### config.mk
export PLATFORM = sky130hd
export DESIGN_NAME = char_lcd_stream_cursor
export DESIGN_NICKNAME = d
export VERILOG_FILES = /design/src/rtl/clsc_pkg.sv /design/src/rtl/clsc_front.sv /design/src/rtl/clsc_queue.sv /design/src/rtl/clsc_back.sv /design/src/rtl/char_lcd_stream_cursor.sv
export SDC_FILE = /design/constraint.sdc
export NUM_CORES = 1
export LEC_CHECK = 0
export BUFFER_PORTS_ARGS = -buffer_cell sky130_fd_sc_hd__buf_2
export CORE_UTILIZATION = 51
export DETAILED_ROUTE_END_ITERATION = 10
export PLACE_DENSITY = 0.74
export SLEW_MARGIN = 20
export SYNTH_ARGS = -nofsm -noshare
export SYNTH_HDL_FRONTEND = slang
export SYNTH_SLANG_ARGS = --single-unit
### constraint.sdc
create_clock -name clock -period 8.6 [get_ports clock]
set_input_delay 1.29 -clock clock [delete_from_list [all_inputs] [get_ports clock]]
set_output_delay 1.29 -clock clock [all_outputs]
set_load 0.01 [all_outputs]
### src/rtl/clsc_pkg.sv
// Package for the character LCD stream cursor block: codes, tables, job type.
// No dependencies.
`timescale 1ns / 1ps

package clsc_pkg;

   localparam logic [7:0] CHAR_TAB   = 8'h09;
   localparam logic [7:0] CHAR_NL    = 8'h0A;
   localparam logic [7:0] CHAR_VT    = 8'h0B;
   localparam logic [7:0] CHAR_FF    = 8'h0C;
   localparam logic [7:0] CHAR_CR    = 8'h0D;
   localparam logic [7:0] CHAR_SPACE = 8'h20;

   localparam logic [5:0] MAX_WIDTH = 6'd40;
   localparam logic [2:0] MAX_ROWS  = 3'd4;

   localparam logic [5:0] RESET_WIDTH = 6'd16;
   localparam logic [2:0] RESET_ROWS  = 3'd2;

   localparam logic CSR_ROW_WIDTH = 1'b0;
   localparam logic CSR_ROW_COUNT = 1'b1;

   localparam logic CMD_WRITE_CHAR = 1'b0;
   localparam logic CMD_SET_ADDR   = 1'b1;

   localparam logic [6:0] ROW_BASE [4] = '{7'h00, 7'h40, 7'h14, 7'h54};

   typedef struct packed {
      logic       lead_en;
      logic [6:0] lead_addr;
      logic [6:0] pad_cnt;
      logic       char_en;
      logic [7:0] char_val;
      logic       tail_en;
      logic [6:0] tail_addr;
   } job_type;

endpackage

### src/rtl/clsc_front.sv
// Front end: config registers, cursor state, per-byte job classification.
// Depends on clsc_pkg.
`timescale 1ns / 1ps

module clsc_front import clsc_pkg::*; (
   input  logic       clock,
   input  logic       reset,
   input  logic       csr_we,
   input  logic       csr_index,
   input  logic [5:0] csr_wdata,
   input  logic       take,
   input  logic [7:0] char_in,
   output job_type    job
);

   logic [5:0] width_ff, width_in;
   logic [2:0] rows_ff, rows_in;
   logic [6:0] addr_ff, addr_in;
   logic [1:0] row_ff, row_in;
   logic       wrapped_ff, wrapped_in;

   logic [5:0] eff_width;
   logic [2:0] eff_rows;
   logic [6:0] start;
   logic [7:0] limit;
   logic [6:0] addr_inc;
   logic [1:0] row_next;

   function automatic logic [1:0] next_row(input logic [1:0] row, input logic [2:0] rows);
      logic [2:0] v;
      logic [1:0] r;
      v = {1'b0, row} + 3'd1;
      case (rows)
         3'd1:    r = 2'd0;
         3'd2:    r = {1'b0, v[0]};
         3'd3:    r = (v == 3'd3) ? 2'd0 : ((v == 3'd4) ? 2'd1 : v[1:0]);
         default: r = v[1:0];
      endcase
      return r;
   endfunction

   always_comb begin
      if (width_ff == 6'd0) begin
         eff_width = 6'd1;
      end else if (width_ff > MAX_WIDTH) begin
         eff_width = MAX_WIDTH;
      end else begin
         eff_width = width_ff;
      end
      if (rows_ff == 3'd0) begin
         eff_rows = 3'd1;
      end else if (rows_ff > MAX_ROWS) begin
         eff_rows = MAX_ROWS;
      end else begin
         eff_rows = rows_ff;
      end
   end

   assign start    = ROW_BASE[row_ff];
   assign limit    = {1'b0, start} + {2'b00, eff_width};
   assign addr_inc = addr_ff + 7'd1;
   assign row_next = next_row(row_ff, eff_rows);

   always_comb begin
      width_in   = width_ff;
      rows_in    = rows_ff;
      if (csr_we) begin
         case (csr_index)
            CSR_ROW_WIDTH: width_in = csr_wdata;
            CSR_ROW_COUNT: rows_in  = csr_wdata[2:0];
            default:       width_in = width_ff;
         endcase
      end

      addr_in    = addr_ff;
      row_in     = row_ff;
      wrapped_in = wrapped_ff;

      job.lead_en   = (addr_ff == start);
      job.lead_addr = addr_ff;
      job.pad_cnt   = 7'd0;
      job.char_en   = 1'b0;
      job.char_val  = char_in;
      job.tail_en   = 1'b0;
      job.tail_addr = addr_ff;

      case (char_in) inside
         CHAR_NL, CHAR_VT, CHAR_CR: begin
            if ((char_in == CHAR_NL) && !wrapped_ff && ({1'b0, addr_ff} < limit)) begin
               job.pad_cnt = 7'(limit - {1'b0, addr_ff});
            end
            if ((char_in != CHAR_CR) && !wrapped_ff) begin
               row_in  = row_next;
               addr_in = ROW_BASE[row_next];
            end else begin
               addr_in = start;
            end
            wrapped_in = 1'b0;
         end
         CHAR_FF: begin
            row_in     = 2'd0;
            addr_in    = ROW_BASE[0];
            wrapped_in = 1'b0;
         end
         default: begin
            job.char_en = (char_in != CHAR_TAB);
            if ({1'b0, addr_inc} >= limit) begin
               wrapped_in  = 1'b1;
               row_in      = row_next;
               addr_in     = ROW_BASE[row_next];
               job.tail_en = 1'b1;
            end else begin
               wrapped_in  = 1'b0;
               addr_in     = addr_inc;
               job.tail_en = (char_in == CHAR_TAB);
            end
            job.tail_addr = addr_in;
         end
      endcase

      if (!take) begin
         addr_in    = addr_ff;
         row_in     = row_ff;
         wrapped_in = wrapped_ff;
      end
   end

   always_ff @(posedge clock) begin
      if (reset) begin
         width_ff   <= RESET_WIDTH;
         rows_ff    <= RESET_ROWS;
         addr_ff    <= 7'd0;
         row_ff     <= 2'd0;
         wrapped_ff <= 1'b0;
      end else begin
         width_ff   <= width_in;
         rows_ff    <= rows_in;
         addr_ff    <= addr_in;
         row_ff     <= row_in;
         wrapped_ff <= wrapped_in;
      end
   end

endmodule

### src/rtl/clsc_queue.sv
// Job queue between the front end and the command sequencer.
// Depends on clsc_pkg.
`timescale 1ns / 1ps

module clsc_queue import clsc_pkg::*; #(
   parameter int DEPTH = 4
) (
   input  logic    clock,
   input  logic    reset,
   input  logic    push,
   input  job_type wr_data,
   input  logic    pop,
   output logic    full,
   output logic    empty,
   output job_type rd_data
);

   localparam int PTR_W = $clog2(DEPTH);
   localparam int CNT_W = $clog2(DEPTH + 1);

   job_type            slot_ff [DEPTH];
   logic [PTR_W-1:0]   wr_ptr_ff, wr_ptr_in;
   logic [PTR_W-1:0]   rd_ptr_ff, rd_ptr_in;
   logic [CNT_W-1:0]   count_ff, count_in;
   logic               do_push, do_pop;

   assign full    = (count_ff == CNT_W'(DEPTH));
   assign empty   = (count_ff == '0);
   assign do_push = push && !full;
   assign do_pop  = pop && !empty;
   assign rd_data = slot_ff[rd_ptr_ff];

   always_comb begin
      wr_ptr_in = wr_ptr_ff;
      rd_ptr_in = rd_ptr_ff;
      count_in  = count_ff;
      if (do_push) begin
         wr_ptr_in = (wr_ptr_ff == PTR_W'(DEPTH - 1)) ? '0 : wr_ptr_ff + PTR_W'(1);
      end
      if (do_pop) begin
         rd_ptr_in = (rd_ptr_ff == PTR_W'(DEPTH - 1)) ? '0 : rd_ptr_ff + PTR_W'(1);
      end
      if (do_push && !do_pop) begin
         count_in = count_ff + CNT_W'(1);
      end else if (do_pop && !do_push) begin
         count_in = count_ff - CNT_W'(1);
      end
   end

   always_ff @(posedge clock) begin
      if (do_push) begin
         slot_ff[wr_ptr_ff] <= wr_data;
      end
   end

   always_ff @(posedge clock) begin
      if (reset) begin
         wr_ptr_ff <= '0;
         rd_ptr_ff <= '0;
         count_ff  <= '0;
      end else begin
         wr_ptr_ff <= wr_ptr_in;
         rd_ptr_ff <= rd_ptr_in;
         count_ff  <= count_in;
      end
   end

endmodule

### src/rtl/clsc_back.sv
// Command sequencer: expands one job into LCD commands, written to the result
// register one per cycle unless it is full and not popped. Depends on clsc_pkg.
`timescale 1ns / 1ps

module clsc_back import clsc_pkg::*; (
   input  logic       clock,
   input  logic       reset,
   input  logic       q_empty,
   input  job_type    q_data,
   output logic       q_pop,
   output logic       rsp_empty,
   input  logic       rsp_pop,
   output logic       rsp_cmd_kind,
   output logic [7:0] rsp_cmd_value,
   output logic       rsp_run_last
);

   logic       lead_ff, lead_in;
   logic [6:0] lead_addr_ff, lead_addr_in;
   logic [6:0] pad_ff, pad_in;
   logic       char_ff, char_in;
   logic [7:0] char_val_ff, char_val_in;
   logic       tail_ff, tail_in;
   logic [6:0] tail_addr_ff, tail_addr_in;

   logic       valid_ff, valid_in;
   logic       kind_ff, kind_in;
   logic [7:0] value_ff, value_in;
   logic       last_ff, last_in;

   logic busy, can_emit, emit;

   assign busy     = lead_ff || (pad_ff != 7'd0) || char_ff || tail_ff;
   assign can_emit = !valid_ff || rsp_pop;

   always_comb begin
      lead_in      = lead_ff;
      lead_addr_in = lead_addr_ff;
      pad_in       = pad_ff;
      char_in      = char_ff;
      char_val_in  = char_val_ff;
      tail_in      = tail_ff;
      tail_addr_in = tail_addr_ff;
      q_pop        = 1'b0;
      emit         = 1'b0;
      kind_in      = kind_ff;
      value_in     = value_ff;
      last_in      = last_ff;

      if (busy) begin
         if (can_emit) begin
            emit = 1'b1;
            if (lead_ff) begin
               kind_in  = CMD_SET_ADDR;
               value_in = {1'b0, lead_addr_ff};
               last_in  = !((pad_ff != 7'd0) || char_ff || tail_ff);
               lead_in  = 1'b0;
            end else if (pad_ff != 7'd0) begin
               kind_in  = CMD_WRITE_CHAR;
               value_in = CHAR_SPACE;
               last_in  = (pad_ff == 7'd1) && !char_ff && !tail_ff;
               pad_in   = pad_ff - 7'd1;
            end else if (char_ff) begin
               kind_in  = CMD_WRITE_CHAR;
               value_in = char_val_ff;
               last_in  = !tail_ff;
               char_in  = 1'b0;
            end else begin
               kind_in  = CMD_SET_ADDR;
               value_in = {1'b0, tail_addr_ff};
               last_in  = 1'b1;
               tail_in  = 1'b0;
            end
         end
      end else if (!q_empty) begin
         q_pop        = 1'b1;
         lead_in      = q_data.lead_en;
         lead_addr_in = q_data.lead_addr;
         pad_in       = q_data.pad_cnt;
         char_in      = q_data.char_en;
         char_val_in  = q_data.char_val;
         tail_in      = q_data.tail_en;
         tail_addr_in = q_data.tail_addr;
      end

      if (emit) begin
         valid_in = 1'b1;
      end else if (rsp_pop) begin
         valid_in = 1'b0;
      end else begin
         valid_in = valid_ff;
      end
   end

   always_ff @(posedge clock) begin
      if (reset) begin
         lead_ff  <= 1'b0;
         pad_ff   <= 7'd0;
         char_ff  <= 1'b0;
         tail_ff  <= 1'b0;
         valid_ff <= 1'b0;
      end else begin
         lead_ff  <= lead_in;
         pad_ff   <= pad_in;
         char_ff  <= char_in;
         tail_ff  <= tail_in;
         valid_ff <= valid_in;
      end
   end

   always_ff @(posedge clock) begin
      lead_addr_ff <= lead_addr_in;
      char_val_ff  <= char_val_in;
      tail_addr_ff <= tail_addr_in;
      kind_ff      <= kind_in;
      value_ff     <= value_in;
      last_ff      <= last_in;
   end

   assign rsp_empty     = !valid_ff;
   assign rsp_cmd_kind  = kind_ff;
   assign rsp_cmd_value = value_ff;
   assign rsp_run_last  = last_ff;

endmodule

### src/rtl/char_lcd_stream_cursor.sv
// Top level of the character LCD stream cursor block.
// Depends on clsc_pkg, clsc_front, clsc_queue, clsc_back.
//
//   channel   ports                                  accepted when
//   input     req_push req_full req_char_in          req_push && !req_full
//   result    rsp_empty rsp_pop rsp_cmd_*            rsp_pop && !rsp_empty
//   config    csr_we csr_index csr_wdata             csr_we
//
// The front end takes one byte per cycle while the job queue has room.
// The sequencer emits one command per cycle unless the result register is
// held; it loads each byte's job from the queue, then emits its commands.
// A byte that causes no command is still loaded by the sequencer.
// Synchronous reset clears cursor state, queue and result register.
// A held rsp_pop stall fills the queue and then raises req_full.
`timescale 1ns / 1ps

module char_lcd_stream_cursor import clsc_pkg::*; #(
   parameter int QUEUE_DEPTH = 4
) (
   input  logic       clock,
   input  logic       reset,
   input  logic       req_push,
   output logic       req_full,
   input  logic [7:0] req_char_in,
   output logic       rsp_empty,
   input  logic       rsp_pop,
   output logic       rsp_cmd_kind,
   output logic [7:0] rsp_cmd_value,
   output logic       rsp_run_last,
   input  logic       csr_we,
   input  logic       csr_index,
   input  logic [5:0] csr_wdata
);

   job_type front_job;
   job_type q_data;
   logic    take;
   logic    q_empty;
   logic    q_pop;

   assign take = req_push && !req_full;

   clsc_front u_front (
      .clock     (clock),
      .reset     (reset),
      .csr_we    (csr_we),
      .csr_index (csr_index),
      .csr_wdata (csr_wdata),
      .take      (take),
      .char_in   (req_char_in),
      .job       (front_job)
   );

   clsc_queue #(
      .DEPTH (QUEUE_DEPTH)
   ) u_queue (
      .clock   (clock),
      .reset   (reset),
      .push    (take),
      .wr_data (front_job),
      .pop     (q_pop),
      .full    (req_full),
      .empty   (q_empty),
      .rd_data (q_data)
   );

   clsc_back u_back (
      .clock         (clock),
      .reset         (reset),
      .q_empty       (q_empty),
      .q_data        (q_data),
      .q_pop         (q_pop),
      .rsp_empty     (rsp_empty),
      .rsp_pop       (rsp_pop),
      .rsp_cmd_kind  (rsp_cmd_kind),
      .rsp_cmd_value (rsp_cmd_value),
      .rsp_run_last  (rsp_run_last)
   );

endmodule

==> qor.csv <==
metric;value;unit
dieWidth;133;um
synth_warnings;0;
antenna-diode-count;0;
grt_pass1_vias;5169;
ys_seq_area_share;63.8;%
vias;5196;
postCtsResizedCells;0;
peakVddDrop;186;uV
start_util;52.4;%
firstDrtPassIters;7;
finalWorstPathRequiredPeriod;3.69;ns
grt_pass1_wl;27.7;mm
synth_xor_area_share;1.70;%
numCtsBuffers;17;
wirelength;17.5;mm
ctsHoldBuffers;0;
via_per_inst;5.95;
syn_inst;609;
slew_viol_final;0;
grt_overflow;0;
critical_path.max_fanout;10;
setup-violations-final;0;
synth_cell_types;62;
start_kind;flip-flop;
grt.total_usage;21.1;%
layout-drive-gt1-share;17.6;%
die_h;133;um
setup_tns;0;ns
powerDensity;323;nW/um2
grt_max_degree;40;
outcome;finished, final reports clean;
clkSinkCount;199;
cts_max_level;4;
p_leak;3.52;nW
drcViolationCount;0;
synth_compound_area_share;8.94;%
drt_first_iter_violations;488;
dp.final_hpwl;11.4;mm
hold_viol_final;0;
slew_headroom;37.3;%
cp.arrival;3.83;ns
cts_tree;yes;
core_region_area;16700;um2
antenna_found_initial;0;
wl_per_cell;20.1;um
synthMuxAreaShare;9.26;%
synth_top_family_by_area;multiplexers;
finalPower;3.16;mW
antenna_left;0;
clk_pin_slew;0.07;ns
period_share;42.9;%
post_cts_buffers;0;
ios;32;
synth-adder-area-share;5.27;%
clock_skew;0.0137;ns
end_kind;flip-flop;
synth-main-ff-cell;edfxtp_1;
setup_slack;4.91;ns
clock_path_buffers;2;
syn_avg_cell_area;14.4;um2
hold_class;flip-flop to flip-flop;
synth-seq-cells;199;
final_util;58.6;%
path_class;flip-flop to flip-flop;
final_net_count;695;
max-cap-violations;0;
max_freq;271;MHz
tightest_slew;0.940;ns
ctsRootBufferMaster;clkbuf_16;
yosys.area_share.simple;8.10;%
port_buffers;31;
synth-async-reset-ratio;0;%
clk_latency;0.44;ns
die_area;17700;um2
crit_required;8.75;ns
place_ws;5.03;ns
synth_edf_count;160;
row_count;47;
holdWs;0.488;ns
gp_congestion;0.920;
rsz0062_at_grt;no;
synth_area;8760;um2
syn2layout_area_growth;11.8;%
syn-num-nets;663;
-- cell usage in the layout, fill, tap and decap left out, types with 3 or more instances in the layout --
cell type | synthesis | final
clkbuf_16 | 0 | 17
dfxtp_1 | 39 | 37
inv_1 | 40 | 40
o211ai_1 | 5 | 5
a21oi_1 | 35 | 35
a31oi_1 | 3 | 3
o22ai_1 | 4 | 4
mux4_2 | 32 | 32
and2_1 | 6 | 6
a222oi_1 | 6 | 6
nand4_1 | 5 | 5
o21ai_0 | 20 | 20
nand2_1 | 32 | 32
xnor2_1 | 11 | 11
nand3_1 | 11 | 11
xor2_1 | 6 | 6
ha_1 | 32 | 32
a21o_1 | 10 | 10
or3_1 | 8 | 8
nor3_1 | 6 | 6
nor3b_1 | 3 | 3
nor2b_1 | 5 | 5
a221oi_1 | 6 | 6
nor2_1 | 39 | 39
nand2b_1 | 4 | 4
bufinv_16 | 0 | 5
buf_4 | 2 | 5
edfxtp_1 | 160 | 160
buf_2 | 8 | 31
mux2i_1 | 9 | 9
a22oi_1 | 5 | 5
o31ai_1 | 4 | 4
-- state kept, by name, summed over array words and instances (netlist names), 2 cells and up, named ones only --
signal and flops:
u_queue.count_ff 3, u_front.rows_ff 3, u_back.pad_ff 7, u_back.lead_addr_ff 7
u_front.row_ff 2, u_front.width_ff 6, u_back.tail_addr_ff 7, u_back.rsp_cmd_value 8
u_queue.rd_ptr_ff 2, u_front.addr_ff 7, u_back.char_val_ff 8, u_queue.wr_ptr_ff 2
u_queue.slot_ff 128
-- logic make-up (layout without fill, tap and decap cells) --
kind of cell,after synthesis,after routing
multiplexers,41,41
AO/OA/AOI/OAI,116,116
AND/OR/NAND/NOR,136,136
adder cells (fa/ha/maj),36,36
XOR/XNOR,17,17
flip-flops,199,199
buffers and inverters,64,109
-- worst max-delay path: stages, from the launching register on --
cell,delay [ns]
dfxtp_1,0.50
o21ai_0,0.16
and2_1,0.19
ha_1,0.21
nand2_1,0.10
nor2_1,0.05
o21ai_0,0.18
nand2_1,0.14
ha_1,0.32
nand3_1,0.09
o21a_1,0.18
maj3_2,0.37
nor2_2,0.27
a31oi_1,0.10
o32ai_1,0.54
-- where the power goes --
part	switching, mW	internal [mW]
Sequential	0.105	1.29
Combinational	0.523	0.364
Clock	0.352	0.530
-- through the flow --
| stage | instance area, um2 | instances |
|---|---|---|
| CTS | 9790 | 874 |
| global placement | 9120 | 842 |
| detailed placement | 9120 | 842 |
| floorplan | 8760 | 609 |
| finish | 9790 | 874 |
| global route | 9790 | 874 |
-- routing by layer --
layer	vias up	part of all wire [%]	global-route usage, %
met4	0	1.6	7.15
met5	-	0	0
met3	26	4.7	4.37
met2	177	50	35.0
li1	2386	-	-
met1	2607	44	27.8
-- synth_stat cells (3+ instances only) --
library cell  number  area share, %
nor3_1             6           0.34
nand3_1           11           0.63
a21o_1            10           0.86
nand2_1           32            1.4
edfxtp_1         160             55
mux2i_1            9            1.0
nor3b_1            3           0.26
or3_1              8           0.57
dfxtp_1           39            8.9
and2_1             6           0.43
xor2_1             6           0.60
o31ai_1            4           0.34
o22ai_1            4           0.29
a222oi_1           6           0.69
nand4_1            5           0.36
a31oi_1            3           0.21
a221oi_1           6           0.60
a22oi_1            5           0.43
nor2b_1            5           0.36
o211ai_1           5           0.43
clkbuf_1           8           0.34
buf_1              5           0.21
o21ai_0           20            1.1
mux4_2            32            8.2
nand2b_1           4           0.29
buf_2              8           0.46
ha_1              32            4.6
inv_1             40            1.7
nor2_1            39            1.7
a21oi_1           35            2.0
xnor2_1           11            1.1
-- cell type report --
| cell class | count | area (um2) |
|---|---|---|
| Clock inverter | 13 | 223 |
| Tap cell | 220 | 275 |
| Fill cell | 1284 | 6910 |
| Clock buffer | 19 | 443 |
| Inverter | 41 | 154 |
| Timing Repair Buffer | 36 | 193 |
| Multi-Input combinational cell | 346 | 2910 |
| Sequential cell | 199 | 5590 |
-- final timing paths --
| path | slack, ns | from | end | depth (start not counted) |
|---|---|---|---|---|
| worst max-delay path | 4.91 | u_front.width_ff[5]$_SDFFE_PP0P_ | u_queue.slot_ff[1][7]$_DFFE_PP_ | 14 |
| worst min-delay path | 0.49 | u_front.rows_ff[2]$_SDFFE_PP0P_ | u_front.rows_ff[2]$_SDFFE_PP0P_ | 2 |
| worst max register to register | 4.91 | u_front.width_ff[5]$_SDFFE_PP0P_ | u_queue.slot_ff[1][7]$_DFFE_PP_ | 14 |
| worst min register to register | 0.49 | u_front.rows_ff[2]$_SDFFE_PP0P_ | u_front.rows_ff[2]$_SDFFE_PP0P_ | 2 |
Power figures use the tool's default switching activity.
